==> src/servo_command_mapper_unit_assert.svh <==
// assertion macros shared by the servo command mapper rtl
`ifndef SERVO_COMMAND_MAPPER_UNIT_ASSERT_SVH
`define SERVO_COMMAND_MAPPER_UNIT_ASSERT_SVH

// condition must hold in the same cycle
`define SCM_ASSERT_HOLDS(label, clk, rst, ante, cons) \
   label: assert property (@(posedge clk) disable iff (rst) (ante) |-> (cons)) \
      else $error("scm assertion failed");

// condition must hold in the following cycle
`define SCM_ASSERT_NEXT(label, clk, rst, ante, cons) \
   label: assert property (@(posedge clk) disable iff (rst) (ante) |=> (cons)) \
      else $error("scm assertion failed");

`endif

==> src/scm_pkg.sv <==
// types and constants of the servo command mapper
`timescale 1ns / 1ps

package scm_pkg;

   localparam int NUM_CHANNELS_DEFAULT     = 8;
   localparam int SERVO_FULL_SCALE_DEFAULT = 20000;

   localparam int ACTION_W = 2;
   localparam int CH_W     = 3;
   localparam int ANGLE_W  = 8;
   localparam int VALUE_W  = 16;
   localparam int DZ_W     = 8;
   localparam int PROD_W   = 24;
   localparam int PADDR_W  = 3;
   localparam int PDATA_W  = 32;

   localparam int DIVISOR_W     = 8;
   localparam int DIV_STEP_BITS = 4;

   localparam int ANGLE_NEUTRAL        = 128;
   localparam int PART_SHIFT           = 7;
   localparam int ROVER_FIXED_CHANNELS = 4;

   localparam logic [ACTION_W-1:0] ACTION_CAL    = 2'd0;
   localparam logic [ACTION_W-1:0] ACTION_ANGLE  = 2'd1;
   localparam logic [ACTION_W-1:0] ACTION_THRUST = 2'd2;

   // register select is paddr bit 2
   localparam logic REG_SEL_ROVER_MODE = 1'b0;
   localparam logic REG_SEL_DEAD_ZONE  = 1'b1;

   localparam logic [1:0] THRUST_SLOT_THROTTLE = 2'd2;
   localparam logic [1:0] THRUST_SLOT_BRAKE    = 2'd3;

   typedef struct packed {
      logic [ACTION_W-1:0] action;
      logic [CH_W-1:0]     channel;
      logic [ANGLE_W-1:0]  angle;
      logic [VALUE_W-1:0]  cal_min;
      logic [VALUE_W-1:0]  cal_max;
      logic [VALUE_W-1:0]  cal_neutral;
   } req_word_type;

   typedef struct packed {
      logic [CH_W-1:0]    out_channel;
      logic [VALUE_W-1:0] compare_value;
      logic               error;
      logic               last;
   } rsp_word_type;

   typedef struct packed {
      logic [VALUE_W-1:0] cal_min;
      logic [VALUE_W-1:0] cal_max;
      logic [VALUE_W-1:0] cal_neutral;
   } cal_entry_type;

   localparam int ENTRY_W = $bits(cal_entry_type);

endpackage

==> src/scm_ram.sv <==
// generic single-port-write, registered-read ram
`timescale 1ns / 1ps

module scm_ram #(
   parameter int WIDTH = scm_pkg::ENTRY_W,
   parameter int DEPTH = scm_pkg::NUM_CHANNELS_DEFAULT,
   localparam int AW   = (DEPTH > 1) ? $clog2(DEPTH) : 1
) (
   input  logic             clock,
   input  logic             wr_en,
   input  logic [AW-1:0]    wr_addr,
   input  logic [WIDTH-1:0] wr_data,
   input  logic             rd_en,
   input  logic [AW-1:0]    rd_addr,
   output logic [WIDTH-1:0] rd_data
);

   logic [WIDTH-1:0] mem_ff [DEPTH];
   logic [WIDTH-1:0] rd_data_ff;

   always_ff @(posedge clock) begin
      if (wr_en) begin
         mem_ff[wr_addr] <= wr_data;
      end
      if (rd_en) begin
         rd_data_ff <= mem_ff[rd_addr];
      end
   end

   assign rd_data = rd_data_ff;

endmodule

==> src/scm_div.sv <==
// iterative restoring divider, several quotient bits per cycle
`timescale 1ns / 1ps

module scm_div #(
   parameter int DIVIDEND_W = scm_pkg::PROD_W,
   parameter int DIVISOR_W  = scm_pkg::DIVISOR_W,
   parameter int STEP_BITS  = scm_pkg::DIV_STEP_BITS
) (
   input  logic                  clock,
   input  logic                  reset,
   input  logic                  start,
   input  logic [DIVIDEND_W-1:0] dividend,
   input  logic [DIVISOR_W-1:0]  divisor,
   output logic                  busy,
   output logic                  done,
   output logic [DIVIDEND_W-1:0] quotient
);

   localparam int STEPS = DIVIDEND_W / STEP_BITS;
   localparam int CNT_W = $clog2(STEPS + 1);

   logic                  busy_ff, busy_in;
   logic [CNT_W-1:0]      cnt_ff, cnt_in;
   logic [DIVIDEND_W-1:0] num_ff, num_in;
   logic [DIVISOR_W-1:0]  rem_ff, rem_in;
   logic [DIVISOR_W-1:0]  divisor_ff, divisor_in;

   logic [DIVISOR_W:0]    trial;
   logic [DIVISOR_W-1:0]  rem_v;
   logic [DIVIDEND_W-1:0] num_v;

   // num holds the dividend bits still to shift out and the quotient bits shifted in
   always_comb begin
      rem_v = rem_ff;
      num_v = num_ff;
      trial = '0;
      for (int i = 0; i < STEP_BITS; i++) begin
         trial = {rem_v, num_v[DIVIDEND_W-1]};
         num_v = {num_v[DIVIDEND_W-2:0], 1'b0};
         if (trial >= {1'b0, divisor_ff}) begin
            trial    = trial - {1'b0, divisor_ff};
            num_v[0] = 1'b1;
         end
         rem_v = trial[DIVISOR_W-1:0];
      end
   end

   assign done = busy_ff && (cnt_ff == CNT_W'(1));

   always_comb begin
      busy_in    = busy_ff;
      cnt_in     = cnt_ff;
      num_in     = num_ff;
      rem_in     = rem_ff;
      divisor_in = divisor_ff;
      if (start) begin
         busy_in    = 1'b1;
         cnt_in     = CNT_W'(STEPS);
         num_in     = dividend;
         rem_in     = '0;
         divisor_in = divisor;
      end else if (busy_ff) begin
         num_in = num_v;
         rem_in = rem_v;
         cnt_in = cnt_ff - CNT_W'(1);
         if (done) begin
            busy_in = 1'b0;
         end
      end
   end

   always_ff @(posedge clock) begin
      if (reset) begin
         busy_ff <= 1'b0;
         cnt_ff  <= '0;
      end else begin
         busy_ff <= busy_in;
         cnt_ff  <= cnt_in;
      end
   end

   always_ff @(posedge clock) begin
      num_ff     <= num_in;
      rem_ff     <= rem_in;
      divisor_ff <= divisor_in;
   end

   assign busy     = busy_ff;
   assign quotient = num_ff;

endmodule

==> src/servo_command_mapper_unit.sv <==
// servo command mapper: calibration table, angle mapping and car thrust mixing
//
// Calibration words (min, max, neutral) for each channel sit in a small ram with a
// registered read; per-entry flags cleared at reset make unwritten entries
// read as zero, so there is no clearing pass. A calibration word gives no result.
// Set-angle words flow one per cycle while no stall holds them: table read, one 16x8
// multiply, the stage 2 registers, then the output register. In rover mode a
// car-thrust word has its dividends formed, then runs through the radix-16 dividers
// (throttle and brake side by side, divisor 128 - dead_zone/2), then four results at
// one per cycle while the output is not stalled. Mode and channel errors give one result.
`timescale 1ns / 1ps

module servo_command_mapper_unit #(
   parameter int NUM_CHANNELS     = scm_pkg::NUM_CHANNELS_DEFAULT,
   parameter int SERVO_FULL_SCALE = scm_pkg::SERVO_FULL_SCALE_DEFAULT
) (
   input  logic                         clock,
   input  logic                         reset,
   input  logic                         req_valid,
   output logic                         req_stall,
   input  scm_pkg::req_word_type        req_word,
   output logic                         rsp_valid,
   input  logic                         rsp_stall,
   output scm_pkg::rsp_word_type        rsp_word,
   input  logic                         psel,
   input  logic                         penable,
   input  logic                         pwrite,
   input  logic [scm_pkg::PADDR_W-1:0]  paddr,
   input  logic [scm_pkg::PDATA_W-1:0]  pwdata,
   output logic [scm_pkg::PDATA_W-1:0]  prdata,
   output logic                         pready
);

   import scm_pkg::*;

`include "servo_command_mapper_unit_assert.svh"

   localparam int AW    = (NUM_CHANNELS > 1) ? $clog2(NUM_CHANNELS) : 1;
   localparam int CHK_W = CH_W + 2;
   localparam logic [CHK_W-1:0]   NUM_CH     = CHK_W'(NUM_CHANNELS);
   localparam logic [VALUE_W-1:0] FULL_SCALE = VALUE_W'(SERVO_FULL_SCALE);

   typedef enum logic [3:0] {
      S2_IDLE   = 4'b0001,
      S2_SINGLE = 4'b0010,
      S2_DIVIDE = 4'b0100,
      S2_THRUST = 4'b1000
   } s2_state_type;

   // configuration registers
   logic              rover_mode_ff, rover_mode_in;
   logic [DZ_W-1:0]   dead_zone_ff, dead_zone_in;
   logic              csr_write;

   assign pready    = 1'b1;
   assign csr_write = psel && penable && pwrite;

   always_comb begin
      rover_mode_in = rover_mode_ff;
      dead_zone_in  = dead_zone_ff;
      if (csr_write) begin
         unique case (paddr[2])
            REG_SEL_ROVER_MODE: rover_mode_in = pwdata[0];
            REG_SEL_DEAD_ZONE:  dead_zone_in  = pwdata[DZ_W-1:0];
            default: ;
         endcase
      end
   end

   always_comb begin
      unique case (paddr[2])
         REG_SEL_ROVER_MODE: prdata = PDATA_W'(rover_mode_ff);
         REG_SEL_DEAD_ZONE:  prdata = PDATA_W'(dead_zone_ff);
         default:            prdata = '0;
      endcase
   end

   // input side
   logic          req_accept;
   logic          is_cal, is_angle, is_thrust, ch_in_range;
   logic [AW-1:0] req_addr;
   cal_entry_type wr_entry;
   cal_entry_type rd_entry;
   logic [NUM_CHANNELS-1:0] entry_valid_ff, entry_valid_in;
   logic          ram_wr_en, ram_rd_en;

   assign req_accept  = req_valid && !req_stall;
   assign is_cal      = req_word.action == ACTION_CAL;
   assign is_angle    = req_word.action == ACTION_ANGLE;
   assign is_thrust   = req_word.action == ACTION_THRUST;
   assign ch_in_range = CHK_W'(req_word.channel) < NUM_CH;
   assign req_addr    = AW'(req_word.channel);
   assign ram_wr_en   = req_accept && is_cal && ch_in_range;
   assign ram_rd_en   = req_accept && is_angle;

   assign wr_entry.cal_min     = req_word.cal_min;
   assign wr_entry.cal_max     = req_word.cal_max;
   assign wr_entry.cal_neutral = req_word.cal_neutral;

   always_comb begin
      entry_valid_in = entry_valid_ff;
      if (ram_wr_en) begin
         entry_valid_in[req_addr] = 1'b1;
      end
   end

   scm_ram #(
      .WIDTH (ENTRY_W),
      .DEPTH (NUM_CHANNELS)
   ) cal_ram (
      .clock   (clock),
      .wr_en   (ram_wr_en),
      .wr_addr (req_addr),
      .wr_data (wr_entry),
      .rd_en   (ram_rd_en),
      .rd_addr (req_addr),
      .rd_data (rd_entry)
   );

   // stage 1: table data arrives, multiply or form dividends
   logic               s1_valid_ff, s1_valid_in;
   logic               s1_thrust_ff;
   logic [CH_W-1:0]    s1_ch_ff;
   logic [ANGLE_W-1:0] s1_angle_ff;
   logic               s1_in_range_ff;
   logic               s1_known_ff;
   logic               s1_load, s1_adv, s1_go_divide;

   cal_entry_type      entry;
   logic [VALUE_W-1:0] len;
   logic [PROD_W-1:0]  angle_prod;
   logic               angle_err;
   logic [DZ_W-2:0]    half;
   logic [DIVISOR_W-1:0] divisor;
   logic [ANGLE_W:0]   thr_floor, thr_diff;
   logic [PROD_W-1:0]  thr_num, brk_num;

   assign s1_load      = req_accept && (is_angle || is_thrust);
   assign s1_go_divide = s1_thrust_ff && rover_mode_ff;

   assign entry      = s1_known_ff ? rd_entry : '0;
   assign len        = (s1_angle_ff > ANGLE_W'(ANGLE_NEUTRAL))
                       ? entry.cal_max - entry.cal_neutral
                       : entry.cal_neutral - entry.cal_min;
   assign angle_prod = PROD_W'(len) * PROD_W'(s1_angle_ff);
   assign angle_err  = !s1_in_range_ff ||
                       (rover_mode_ff && (s1_ch_ff < CH_W'(ROVER_FIXED_CHANNELS)));

   assign half      = dead_zone_ff[DZ_W-1:1];
   assign divisor   = DIVISOR_W'(ANGLE_NEUTRAL) - DIVISOR_W'(half);
   assign thr_floor = (ANGLE_W+1)'(ANGLE_NEUTRAL) + (ANGLE_W+1)'(half);
   // throttle counts only above neutral plus half the dead zone
   assign thr_diff  = ({1'b0, s1_angle_ff} > thr_floor)
                      ? {1'b0, s1_angle_ff} - thr_floor : '0;
   assign thr_num   = PROD_W'(thr_diff) * PROD_W'(FULL_SCALE);
   assign brk_num   = PROD_W'(s1_angle_ff) * PROD_W'(FULL_SCALE);

   // stage 2: result generation
   s2_state_type       state_ff, state_in;
   logic [1:0]         cnt_ff, cnt_in;
   logic [CH_W-1:0]    s2_ch_ff;
   logic               s2_err_ff;
   logic [PROD_W-1:0]  s2_prod_ff;
   logic [VALUE_W-1:0] s2_mid_ff, s2_len_ff;
   logic               s2_take, rsp_free, emit_single, emit_thrust;
   logic               rsp_valid_ff, rsp_valid_in;

   logic               div_start, div_busy, div_done, brk_busy, brk_done;
   logic [PROD_W-1:0]  thr_q, brk_q;

   assign rsp_free    = !rsp_valid_ff || !rsp_stall;
   assign emit_single = (state_ff == S2_SINGLE) && rsp_free;
   assign emit_thrust = (state_ff == S2_THRUST) && rsp_free;
   assign s2_take     = (state_ff == S2_IDLE) || emit_single ||
                        (emit_thrust && (cnt_ff == THRUST_SLOT_BRAKE));
   assign s1_adv      = s1_valid_ff && s2_take;
   assign req_stall   = s1_valid_ff && !s2_take;
   assign s1_valid_in = s1_load || (s1_valid_ff && !s1_adv);
   assign div_start   = s1_adv && s1_go_divide;

   scm_div #(
      .DIVIDEND_W (PROD_W),
      .DIVISOR_W  (DIVISOR_W),
      .STEP_BITS  (DIV_STEP_BITS)
   ) thr_div (
      .clock    (clock),
      .reset    (reset),
      .start    (div_start),
      .dividend (thr_num),
      .divisor  (divisor),
      .busy     (div_busy),
      .done     (div_done),
      .quotient (thr_q)
   );

   scm_div #(
      .DIVIDEND_W (PROD_W),
      .DIVISOR_W  (DIVISOR_W),
      .STEP_BITS  (DIV_STEP_BITS)
   ) brk_div (
      .clock    (clock),
      .reset    (reset),
      .start    (div_start),
      .dividend (brk_num),
      .divisor  (divisor),
      .busy     (brk_busy),
      .done     (brk_done),
      .quotient (brk_q)
   );

   always_comb begin
      state_in = state_ff;
      cnt_in   = cnt_ff;
      priority if (s2_take) begin
         state_in = s1_valid_ff ? (s1_go_divide ? S2_DIVIDE : S2_SINGLE) : S2_IDLE;
      end else if ((state_ff == S2_DIVIDE) && div_done && brk_done) begin
         state_in = S2_THRUST;
         cnt_in   = '0;
      end else if (emit_thrust) begin
         cnt_in = cnt_ff + 2'd1;
      end else begin
         state_in = state_ff;
      end
   end

   // result formation
   logic [VALUE_W-1:0] single_value, brake_value, thrust_value;
   rsp_word_type       rsp_word_ff, rsp_word_in;

   // both angle halves reduce to mid + part - len, modulo 2^16
   assign single_value = s2_err_ff ? '0
                         : s2_mid_ff + s2_prod_ff[PART_SHIFT +: VALUE_W] - s2_len_ff;
   assign brake_value  = (brk_q >= PROD_W'(FULL_SCALE)) ? '0
                         : FULL_SCALE - brk_q[VALUE_W-1:0];

   always_comb begin
      unique case (cnt_ff)
         THRUST_SLOT_THROTTLE: thrust_value = thr_q[VALUE_W-1:0];
         THRUST_SLOT_BRAKE:    thrust_value = brake_value;
         default:              thrust_value = '0;
      endcase
   end

   always_comb begin
      rsp_word_in = rsp_word_ff;
      if (emit_single) begin
         rsp_word_in.out_channel   = s2_ch_ff;
         rsp_word_in.compare_value = single_value;
         rsp_word_in.error         = s2_err_ff;
         rsp_word_in.last          = 1'b1;
      end else if (emit_thrust) begin
         rsp_word_in.out_channel   = CH_W'(cnt_ff);
         rsp_word_in.compare_value = thrust_value;
         rsp_word_in.error         = 1'b0;
         rsp_word_in.last          = cnt_ff == THRUST_SLOT_BRAKE;
      end
   end

   assign rsp_valid_in = emit_single || emit_thrust || (rsp_valid_ff && rsp_stall);
   assign rsp_valid    = rsp_valid_ff;
   assign rsp_word     = rsp_word_ff;

   // control registers
   always_ff @(posedge clock) begin
      if (reset) begin
         rover_mode_ff  <= 1'b0;
         dead_zone_ff   <= '0;
         entry_valid_ff <= '0;
         s1_valid_ff    <= 1'b0;
         state_ff       <= S2_IDLE;
         cnt_ff         <= '0;
         rsp_valid_ff   <= 1'b0;
      end else begin
         rover_mode_ff  <= rover_mode_in;
         dead_zone_ff   <= dead_zone_in;
         entry_valid_ff <= entry_valid_in;
         s1_valid_ff    <= s1_valid_in;
         state_ff       <= state_in;
         cnt_ff         <= cnt_in;
         rsp_valid_ff   <= rsp_valid_in;
      end
   end

   // payload registers
   always_ff @(posedge clock) begin
      if (s1_load) begin
         s1_thrust_ff   <= is_thrust;
         s1_ch_ff       <= req_word.channel;
         s1_angle_ff    <= req_word.angle;
         s1_in_range_ff <= ch_in_range;
         s1_known_ff    <= entry_valid_ff[req_addr];
      end
      if (s1_adv) begin
         s2_ch_ff   <= s1_thrust_ff ? '0 : s1_ch_ff;
         s2_err_ff  <= s1_thrust_ff ? !rover_mode_ff : angle_err;
         s2_prod_ff <= angle_prod;
         s2_mid_ff  <= entry.cal_neutral;
         s2_len_ff  <= len;
      end
      rsp_word_ff <= rsp_word_in;
   end

   `SCM_ASSERT_HOLDS(a_div_only_in_divide, clock, reset, div_busy || brk_busy, state_ff == S2_DIVIDE)
   `SCM_ASSERT_HOLDS(a_not_last_from_thrust, clock, reset, rsp_valid_ff && !rsp_word_ff.last, state_ff == S2_THRUST)
   `SCM_ASSERT_NEXT(a_item_enters_stage1, clock, reset, req_accept && (is_angle || is_thrust), s1_valid_ff)

endmodule

==> config.mk <==
export PLATFORM = sky130hd
export DESIGN_NAME = servo_command_mapper_unit
export DESIGN_NICKNAME = d
export VERILOG_FILES = /design/src/scm_pkg.sv /design/src/scm_ram.sv /design/src/scm_div.sv /design/src/servo_command_mapper_unit.sv
export VERILOG_INCLUDE_DIRS = /design/src /design/src/src
export SDC_FILE = /design/constraint.sdc
export NUM_CORES = 1
export LEC_CHECK = 0
export BUFFER_PORTS_ARGS = -buffer_cell sky130_fd_sc_hd__buf_4
export CORE_ASPECT_RATIO = 0.8
export CORE_MARGIN = 2
export CORE_UTILIZATION = 35
export DETAILED_ROUTE_END_ITERATION = 8
export PLACE_DENSITY = 0.53
export SLEW_MARGIN = 20
export SYNTH_ARGS = -nofsm -noshare
export SYNTH_HDL_FRONTEND = slang
export SYNTH_SLANG_ARGS = --single-unit
==> constraint.sdc <==
create_clock -name clock -period 12.35 [get_ports clock]
set_input_delay 1.235 -clock clock [delete_from_list [all_inputs] [get_ports clock]]
set_output_delay 1.235 -clock clock [all_outputs]
set_load 0.02 [all_outputs]
# Word level (Yosys, flattened, before mapping)

Memory sizes are Yosys's and may differ from the RTL's. A register that Yosys moved wholly into a read port is not among the register bits.
Cells that the tools add are included.

Equality and inequality tests: 10
Reduce and logical (&&, ||, !) cells: 44
Muxes and demuxes: 52
Shift operators: 0
Add/subtract/negate cells: 19
Multipliers: 3
$lt $le $gt $ge: 14
Div/mod/pow operators: 0
Bitwise gates (word level): 3

Operators with widths:

| cell                                                                     | number |
|---|---|
| 9-bit by 8-bit >= comparator with 1-bit output                           | 8 |
| 8-bit two-way mux                                                        | 8 |
| 32-bit case mux with 2 select lines                                      | 1 |
| 8-bit subtractor                                                         | 8 |
| 16-bit two-way mux                                                       | 3 |
| 24-bit two-way mux                                                       | 2 |
| 48-bit two-way mux                                                       | 1 |
| 16-bit subtractor                                                        | 3 |
| 23-bit two-way mux                                                       | 2 |
| 21-bit two-way mux                                                       | 2 |
| 16-bit case mux with 2 select lines                                      | 1 |
| 24-bit by 15-bit >= comparator with 1-bit output (second input constant) | 1 |
| 16-bit by 8-bit multiplier with 23-bit output                            | 1 |
| 1-bit logical AND                                                        | 21 |
| 9-bit by 10-bit multiplier with 19-bit output (second input constant)    | 1 |
| 1-bit two-way mux                                                        | 19 |
| 8-bit by 10-bit multiplier with 18-bit output (second input constant)    | 1 |
| 3-bit two-way mux                                                        | 6 |
| 16-bit adder                                                             | 1 |
| 15-bit by 16-bit subtractor with 16-bit output (first input constant)    | 1 |
| 2-bit nonzero test                                                       | 5 |
| 8-bit by 7-bit adder with 9-bit output (first input constant)            | 1 |
| 8-bit by 9-bit greater-than comparator with 1-bit output                 | 1 |
| 9-bit two-way mux                                                        | 1 |
| 26 further kinds                                                         | 46 |

Bits of input ports: 103
Bits in registers: 198
Output and inout bits: 56
Memory bits (writable): 384
Memory bits (read-only): 0
Logic and storage cells: 179
Memories: 1
Bits in latches: 0

Memory list:

| memory         | words | width | read ports | clocked after memory_dff | write ports | RTL line      | RTL |
|---|---|---|---|---|---|---|---|
| cal_ram.mem_ff | 8     | 48    | 1          | 1                        | 1           | scm_ram.sv:18 | `logic [WIDTH-1:0] mem_ff [DEPTH];` |

# Longest topological paths before layout

Gate-level depths: netlist of the first run.

Depth after elaboration: 12
Depth in mapped cells: 40
Mapped depth without buffers: 38

# Modules after synthesis

A second synthesis of the first run with hierarchy kept.

Cells, all modules: 2883
Area total of the unflattened synthesis: 37216.9 um2

By module, submodules not included:

| module                    | times used | seq. area each (um2) | cells an instance | area each (um2) |
|---|---|---|---|---|
| scm_ram                   | 1          | 12972.4              | 616               | 16100.4 |
| servo_command_mapper_unit | 1          | 3072.9               | 1531              | 13909.6 |
| scm_div (thr_div)         | 1          | 1201.2               | 374               | 3639.7 |
| scm_div (brk_div)         | 1          | 1201.2               | 362               | 3567.2 |

# Least setup slack after synthesis of the first run

Ideal clock, no wire load.

Path kind: flip-flop to flip-flop
From: register, netlist name thr_div.divisor_ff[1]
To: register brk_div.rem_ff[0]
Buffers on the path: 2
Stages on the path, launching flop included: 41
Arrival time: 8607 ps
Slack: 3621 ps
Period minus slack after synthesis: 8729 ps
Library setup time: 122 ps
Path through: edfxtp_1 inv_1 ha_1 nor2b_1 o21ba_1 o31a_2 o22ai_1 a31o_1 buf_2 mux2_2 inv_1 ha_1 nor2b_1 o31a_1 o31a_1 o21a_1 o21ai_0 nand2_1 (+5 left out) a21boi_0 o21ai_0 a21oi_1 o21a_1 a2111o_1 buf_6 mux2i_1 ha_1 nor2b_1 o21ai_0 a21boi_0 o21a_1 o211ai_1 a31oi_1 a211oi_1 mux2_2 nor4_1 a311o_1

RTL lines:

| element              | RTL line      | RTL |
|---|---|---|
| to (signal assigned) | scm_div.sv:84 | `rem_ff <= rem_in;` |
| to (decl)            | scm_div.sv:25 | `logic [DIVISOR_W-1:0] rem_ff, rem_in;` |

==> impl_metrics.env, run 1 <==
export IMPL_synthDistinctLibCells=74
export IMPL_cts_buffer_depth=3
export IMPL_power_density_mw_per_mm2=231
export IMPL_cts_setup_buffers=0
export IMPL_drive_above_1_share=0.103
export IMPL_cts_buffers=66
export IMPL_cts_tree="yes"
export IMPL_finalWeightedCongestion=0.839
export IMPL_overflow=0
export IMPL_mostFrequentLayoutCells="562 x edfxtp_1, 312 x inv_1, 253 x ha_1"
export IMPL_antenna_found_initial=4
export IMPL_critPathBufInv=3
export IMPL_drv_slew=0
export IMPL_ys_seq_elements=623
export IMPL_hold_viol=0
export IMPL_p_int_mw=5.63
export IMPL_vias=22700
export IMPL_antenna_diode_count=0
export IMPL_endpoint_kind="flop"
export IMPL_fp_row_count=103
export IMPL_fill_cells=9545
export IMPL_peakVddDrop_uv=261
export IMPL_ys_seq_area_frac=0.516
export IMPL_dpl_worst_slack_ns=2.58
export IMPL_worst_ep_arrival_time_ns=10.37
export IMPL_skew_ns=0.0295
export IMPL_outcome="finished clean"
export IMPL_async_flop_share=0
export IMPL_coreArea_mm2=0.0990
export IMPL_path_clk_slew_ns=0.06
export IMPL_grt_pass1_vias=22000
export IMPL_r2r_end="brk_div.rem_ff[0]$_SDFFE_PP0P_"
export IMPL_grt_pass1_wl_um=138000
export IMPL_die_x_um=358
export IMPL_fp_dieH_um=287
export IMPL_fin_nets=3550
export IMPL_ant_nets=0
export IMPL_rrSetupSlack_ns=2.48
export IMPL_endpoint="brk_div.rem_ff[0]$_SDFFE_PP0P_"
export IMPL_syn_to_final_growth_pct=12.7
export IMPL_hold_class="flop to flop"
export IMPL_relSlewSlack=0.205
export IMPL_dp_cells=4302
export IMPL_io_pins=159
export IMPL_first_pass_iters=6
export IMPL_worstMarginPinSlew_ns=1.18
export IMPL_layout_cells_non_filler=4418
export IMPL_cts_sinks=623
export IMPL_regArea_mm2=0.0181
export IMPL_rr_startpoint="thr_div.divisor_ff[3]$_DFFE_PP_"
export IMPL_routed_via_density=5.14
export IMPL_synth_cells=2941
export IMPL_max_freq_ghz=0.101
export IMPL_switching_share=0.383
export IMPL_dp_final_hpwl_um=61500
export IMPL_hold_slack_ns=0.461
export IMPL_postLayoutCoreUtil=0.399
export IMPL_synth_main_ff_cell="edfxtp_1"
export IMPL_syn_cell_area_mm2=0.0350
export IMPL_clk_latency_ns=0.64
export IMPL_drv_cap=0
export IMPL_grt_max_degree=74
export IMPL_tns_ns=0
export IMPL_drt_total_wl_um=91300
export IMPL_critPathTopFamily="compound AO/OA/AOI/OAI gates"
export IMPL_timing_critical_path_required_ns=12.85
export IMPL_crit_path_max_fanout=10
export IMPL_fin_ws_ns=2.48
export IMPL_placed_cell_area_mm2=0.0374
export IMPL_cp_slowest_cell="a2111o_1"
export IMPL_cp_depth=38
export IMPL_setup_viol=0
export IMPL_multi_input_area_mm2=0.0153
export IMPL_power_frac_seq=0.277
export IMPL_cpPeakStageDelay_ns=0.60
export IMPL_synth_edff_count=562
export IMPL_rsz0062_at_grt="no"
export IMPL_pwr_share_clk=0.215
export IMPL_rr_worst_depth=38
export IMPL_root_buffer="clkbuf_16"
export IMPL_track_usage=0.178
export IMPL_period_minus_slack_ns=9.87
export IMPL_period_share=0.799
export IMPL_drc=0
export IMPL_die_area_mm2=0.103
export IMPL_yosysWarnings=0
export IMPL_htreeDepth=3
export IMPL_cp_start_kind="flop"
export IMPL_ctsResizeCount=0
export IMPL_final_cell_area_mm2=0.0395
export IMPL_comb_power_share=0.508
export IMPL_post_drt_wl_per_cell_um=20.7
export IMPL_worstSetupPathType="flop to flop"
export IMPL_start_util=0.354
export IMPL_cts_hold_buffers=0
export IMPL_p_total_mw=9.13
export IMPL_syn_area_per_cell_um2=11.9
export IMPL_final_common_cell="edfxtp_1"
export IMPL_first_iter_violations=1942
export IMPL_numPortBuffers=107
export IMPL_total_leakage_power_nw=15.4
export IMPL_power_switching_mw=3.50
export IMPL_crit_start="thr_div.divisor_ff[3]$_DFFE_PP_"
worst min path at each step:
| stage | start | end | slack (ns) | cells after the start |
|---|---|---|---|---|
| finish | dead_zone_ff[0]$_SDFFE_PP0P_ | dead_zone_ff[0]$_SDFFE_PP0P_ | 0.46 | 2 |
| detailed placement | dead_zone_ff[0]$_SDFFE_PP0P_ | dead_zone_ff[0]$_SDFFE_PP0P_ | 0.45 | 2 |
| global placement | entry_valid_ff[1]$_SDFFE_PP0P_ | entry_valid_ff[1]$_SDFFE_PP0P_ | 0.45 | 2 |
| floorplan | dead_zone_ff[0]$_SDFFE_PP0P_ | dead_zone_ff[0]$_SDFFE_PP0P_ | 0.43 | 2 |
| global route | dead_zone_ff[0]$_SDFFE_PP0P_ | dead_zone_ff[0]$_SDFFE_PP0P_ | 0.49 | 2 |
| CTS | dead_zone_ff[0]$_SDFFE_PP0P_ | dead_zone_ff[0]$_SDFFE_PP0P_ | 0.46 | 2 |
cell usage after synthesis, types with 27 or more instances:
| library cell | n | area, µm² |
|---|---|---|
| ha_1 | 253 | 3170 |
| o21ai_0 | 82 | 410 |
| a21o_1 | 39 | 293 |
| mux2i_1 | 27 | 270 |
| clkbuf_1 | 91 | 342 |
| nor2_1 | 136 | 510 |
| nand3_1 | 58 | 290 |
| dfxtp_1 | 61 | 1220 |
| nand4_1 | 61 | 382 |
| edfxtp_1 | 562 | 16900 |
| mux2_2 | 33 | 372 |
| inv_1 | 313 | 1170 |
| xnor2_1 | 81 | 709 |
| nor2b_1 | 29 | 181 |
| fa_1 | 136 | 2720 |
| xor2_1 | 48 | 420 |
| nand2_1 | 206 | 773 |
| a22oi_1 | 211 | 1580 |
| a21oi_1 | 112 | 561 |
| and2_1 | 83 | 519 |
| nor3_1 | 35 | 175 |
worst min-delay path, stage by stage, from the launching register on:
cell,delay (ns)
dfxtp_1,0.31
nand2_1,0.05
a21oi_1,0.06
cell type report:
cell class / count / share of cell area
well taps: 1312 / 0.0416
clock buffers: 82 / 0.0447
flip-flops and latches: 623 / 0.458
multi-input cells: 1905 / 0.388
repair buffers: 149 / 0.0283
clock inverters: 34 / 0.00912
inverters: 313 / 0.0297
routing by layer:
metal / global-route usage / vias to the layer above / part of all wire
met5: 0 / - / 0.00032
met4: 0.0388 / 4 / 0.019
met3: 0.0340 / 113 / 0.058
met2: 0.265 / 555 / 0.43
met1: 0.266 / 11200 / 0.49
li1: - / 10800 / -
registers in the layout, summed over array words and instances (netlist names), 16 cells and up:
register          count
s2_mid_ff            16
rsp_word             21
brk_div.quotient     24
cal_ram.mem_ff      384
cal_ram.rd_data      48
s2_prod_ff           16
s2_len_ff            16
thr_div.quotient     24
kinds of logic after synthesis:
| group | count (synthesis) | share of synthesized area |
|---|---|---|
| buffers and inverters | 442 | 0.0506 |
| muxes | 61 | 0.0190 |
| AOI/OAI and AO/OA | 606 | 0.117 |
| xor gates and xnor gates | 129 | 0.0322 |
| adders and majority gates | 389 | 0.168 |
| and+or+nand+nor | 689 | 0.0964 |
| other | 2 | 0.000214 |
| DFF | 623 | 0.516 |
power by group through the flow:
stage,combinational [mW],sequential [mW],clock (mW)
floorplan,3.66,2.56,0
global route,5.19,2.54,2.09
global placement,4.61,2.58,0
CTS,4.64,2.53,2.02
detailed placement,4.60,2.58,0
finish,4.64,2.53,1.97
Note: power is estimated with default switching activity, not from simulation.
==> run 2: changes to the inputs <==
--- a/config.mk
+++ b/config.mk
@@ -11,7 +11,7 @@
 export CORE_MARGIN = 2
 export CORE_UTILIZATION = 35
 export DETAILED_ROUTE_END_ITERATION = 8
-export PLACE_DENSITY = 0.53
+export PLACE_DENSITY = 0.55
 export SLEW_MARGIN = 20
 export SYNTH_ARGS = -nofsm -noshare
 export SYNTH_HDL_FRONTEND = slang
==> constraint.sdc (replaced) <==
create_clock -name clock -period 9 [get_ports clock]
set_input_delay 0.9 -clock clock [delete_from_list [all_inputs] [get_ports clock]]
set_output_delay 0.9 -clock clock [all_outputs]
set_load 0.02 [all_outputs]
==> run 2 against run 1 <==
Effect of this change:
- worst setup slack got worse by 2.1 ns
- count of clock-buffer cells in the layout is 4 higher
- sequential share of layout area decreased by 0.65 points
- hold slack got worse by 0.015 ns
- critical path depth decreased by 3
- wire length is essentially flat
- clock skew increased by 0.0043 ns
- clock power up 47%
- combinational power increased by 42%
- via count grew 0.58%
- global-route usage is essentially flat
- critical path type unchanged
- largest cell class unchanged
- largest power group unchanged
==> impl_metrics.env, run 2 (same netlist as run 1, synthesis figures left out) <==
export IMPL_first_pass_iters=7
export IMPL_mostFrequentLayoutCells="562 x edfxtp_1, 310 x inv_1, 252 x ha_1"
export IMPL_path_clk_slew_ns=0.06
export IMPL_rr_startpoint="thr_div.divisor_ff[4]$_DFFE_PP_"
export IMPL_grt_pass1_vias=22300
export IMPL_io_pins=159
export IMPL_root_buffer="clkbuf_16"
export IMPL_vias=22800
export IMPL_endpoint_kind="flop"
export IMPL_total_leakage_power_nw=15.7
export IMPL_hold_viol=0
export IMPL_fp_dieH_um=287
export IMPL_clk_latency_ns=0.65
export IMPL_max_freq_ghz=0.116
export IMPL_drive_above_1_share=0.118
export IMPL_cpPeakStageDelay_ns=0.52
export IMPL_hp_start="req_word[52]"
export IMPL_pwr_share_clk=0.223
export IMPL_coreArea_mm2=0.0990
export IMPL_track_usage=0.178
export IMPL_dp_final_hpwl_um=62100
export IMPL_die_x_um=358
export IMPL_cts_tree="yes"
export IMPL_placed_cell_area_mm2=0.0377
export IMPL_worst_ep_arrival_time_ns=9.17
export IMPL_hold_class="primary input to flop"
export IMPL_power_density_mw_per_mm2=323
export IMPL_finalWeightedCongestion=0.867
export IMPL_antenna_diode_count=0
export IMPL_cts_buffers=68
export IMPL_drv_slew=0
export IMPL_fin_nets=3595
export IMPL_largest_register_ffs=384
export IMPL_drt_total_wl_um=91400
export IMPL_fp_row_count=103
export IMPL_worstMarginPinSlew_ns=1.07
export IMPL_power_switching_mw=4.89
export IMPL_routed_via_density=5.12
export IMPL_htreeDepth=3
export IMPL_outcome="finished clean"
export IMPL_cts_buffer_depth=3
export IMPL_worstSetupPathType="flop to flop"
export IMPL_syn_to_final_growth_pct=14.3
export IMPL_start_util=0.354
export IMPL_post_drt_wl_per_cell_um=20.5
export IMPL_comb_power_share=0.508
export IMPL_tns_ns=0
export IMPL_crit_path_max_fanout=13
export IMPL_critPathTopFamily="compound AO/OA/AOI/OAI gates"
export IMPL_drv_cap=0
export IMPL_grt_max_degree=61
export IMPL_crit_start="thr_div.divisor_ff[4]$_DFFE_PP_"
export IMPL_drc=0
export IMPL_power_frac_seq=0.269
export IMPL_final_cell_area_mm2=0.0401
export IMPL_period_minus_slack_ns=8.61
export IMPL_die_area_mm2=0.103
export IMPL_numPortBuffers=107
export IMPL_largest_register="cal_ram.mem_ff"
export IMPL_switching_share=0.377
export IMPL_relSlewSlack=0.287
export IMPL_cts_hold_buffers=0
export IMPL_period_share=0.957
export IMPL_setup_viol=0
export IMPL_first_iter_violations=1891
export IMPL_timing_critical_path_required_ns=9.56
export IMPL_ant_nets=0
export IMPL_p_int_mw=8.08
export IMPL_critPathBufInv=4
export IMPL_cts_sinks=623
export IMPL_cp_start_kind="flop"
export IMPL_skew_ns=0.0339
export IMPL_peakVddDrop_uv=322
export IMPL_cp_slowest_cell="or4b_1"
export IMPL_antenna_found_initial=5
export IMPL_grt_pass1_wl_um=138000
export IMPL_overflow=0
export IMPL_final_common_cell="edfxtp_1"
-- run 2: cell count changes in the layout (fill, tap and decap cells not counted), sizes merged --
cell and delta:
buf +43, bufinv +4, clkbuf +4, clkinv +2
clkinvlp -2, inv -3
-- run 2: area by class of cell --
type	instances	area (µm²)
clock buffers	86	1810
clock inverters	35	499
fillers	9444	58900
inverters	313	1180
multi-input cells	1905	15400
flip-flops and latches	623	18100
well taps	1312	1640
repair buffers	192	1440
-- run 2: power by group through the flow --
stage          Combinational [mW]  Clock, mW  Sequential [mW]
2_1_floorplan                5.03          0             3.51
6_report                     6.59       2.89             3.49
5_1_grt                      7.38       3.05             3.50
3_3_place_gp                 6.39          0             3.54
3_5_place_dp                 6.40          0             3.55
4_1_cts                      6.46       2.95             3.49
-- run 2: per-stage QoR --
step / setup slack (ns) / util / hold WS, ns / total power [mW] / std cells
2_1_floorplan: 0.271 / - / 0.433 / 8.54 / 2970
3_3_place_gp: 0.325 / 0.380 / 0.445 / 9.94 / 4340
3_5_place_dp: 0.300 / 0.380 / 0.460 / 9.95 / 4340
4_1_cts: 0.271 / 0.404 / 0.402 / 12.9 / 4461
5_1_grt: -0.0328 / 0.405 / 0.423 / 13.9 / 4466
6_report: 0.387 / 0.405 / 0.445 / 13.0 / 4466
-- run 2: layer usage --
metal	vias up	track usage	wire length [µm]
li1	10900	-	-
met1	11300	0.269	45400
met2	561	0.265	39400
met3	104	0.0319	5180
met4	6	0.0387	1360
met5	-	0	36
-- run 2: path summary, 6_finish.rpt --
| check | end | slack, ns | cells past startpoint |
|---|---|---|---|
| max | thr_div.rem_ff[2]$_SDFFE_PP0P_ | 0.39 | 35 |
| min | s1_angle_ff[4]$_DFFE_PP_ | 0.45 | 1 |
| max reg2reg | thr_div.rem_ff[2]$_SDFFE_PP0P_ | 0.39 | 35 |
| min reg2reg | dead_zone_ff[2]$_SDFFE_PP0P_ | 0.47 | 2 |
-- run 2: worst register-to-register path: cells and delay by family (launching register included) --
kind,cells,cell delay [ns]
buf+inv,4,0.82
simple gates,7,1.23
flops,1,0.38
compound gates,17,3.81
mux,3,0.92
fa+ha+maj,4,1.36
-- run 2: what timing repair did --
item / in CTS / in global routing
endpoints found under the setup margin: 0 / 17
resized for setup: 0 / 16
buffers inserted: 0 / 5
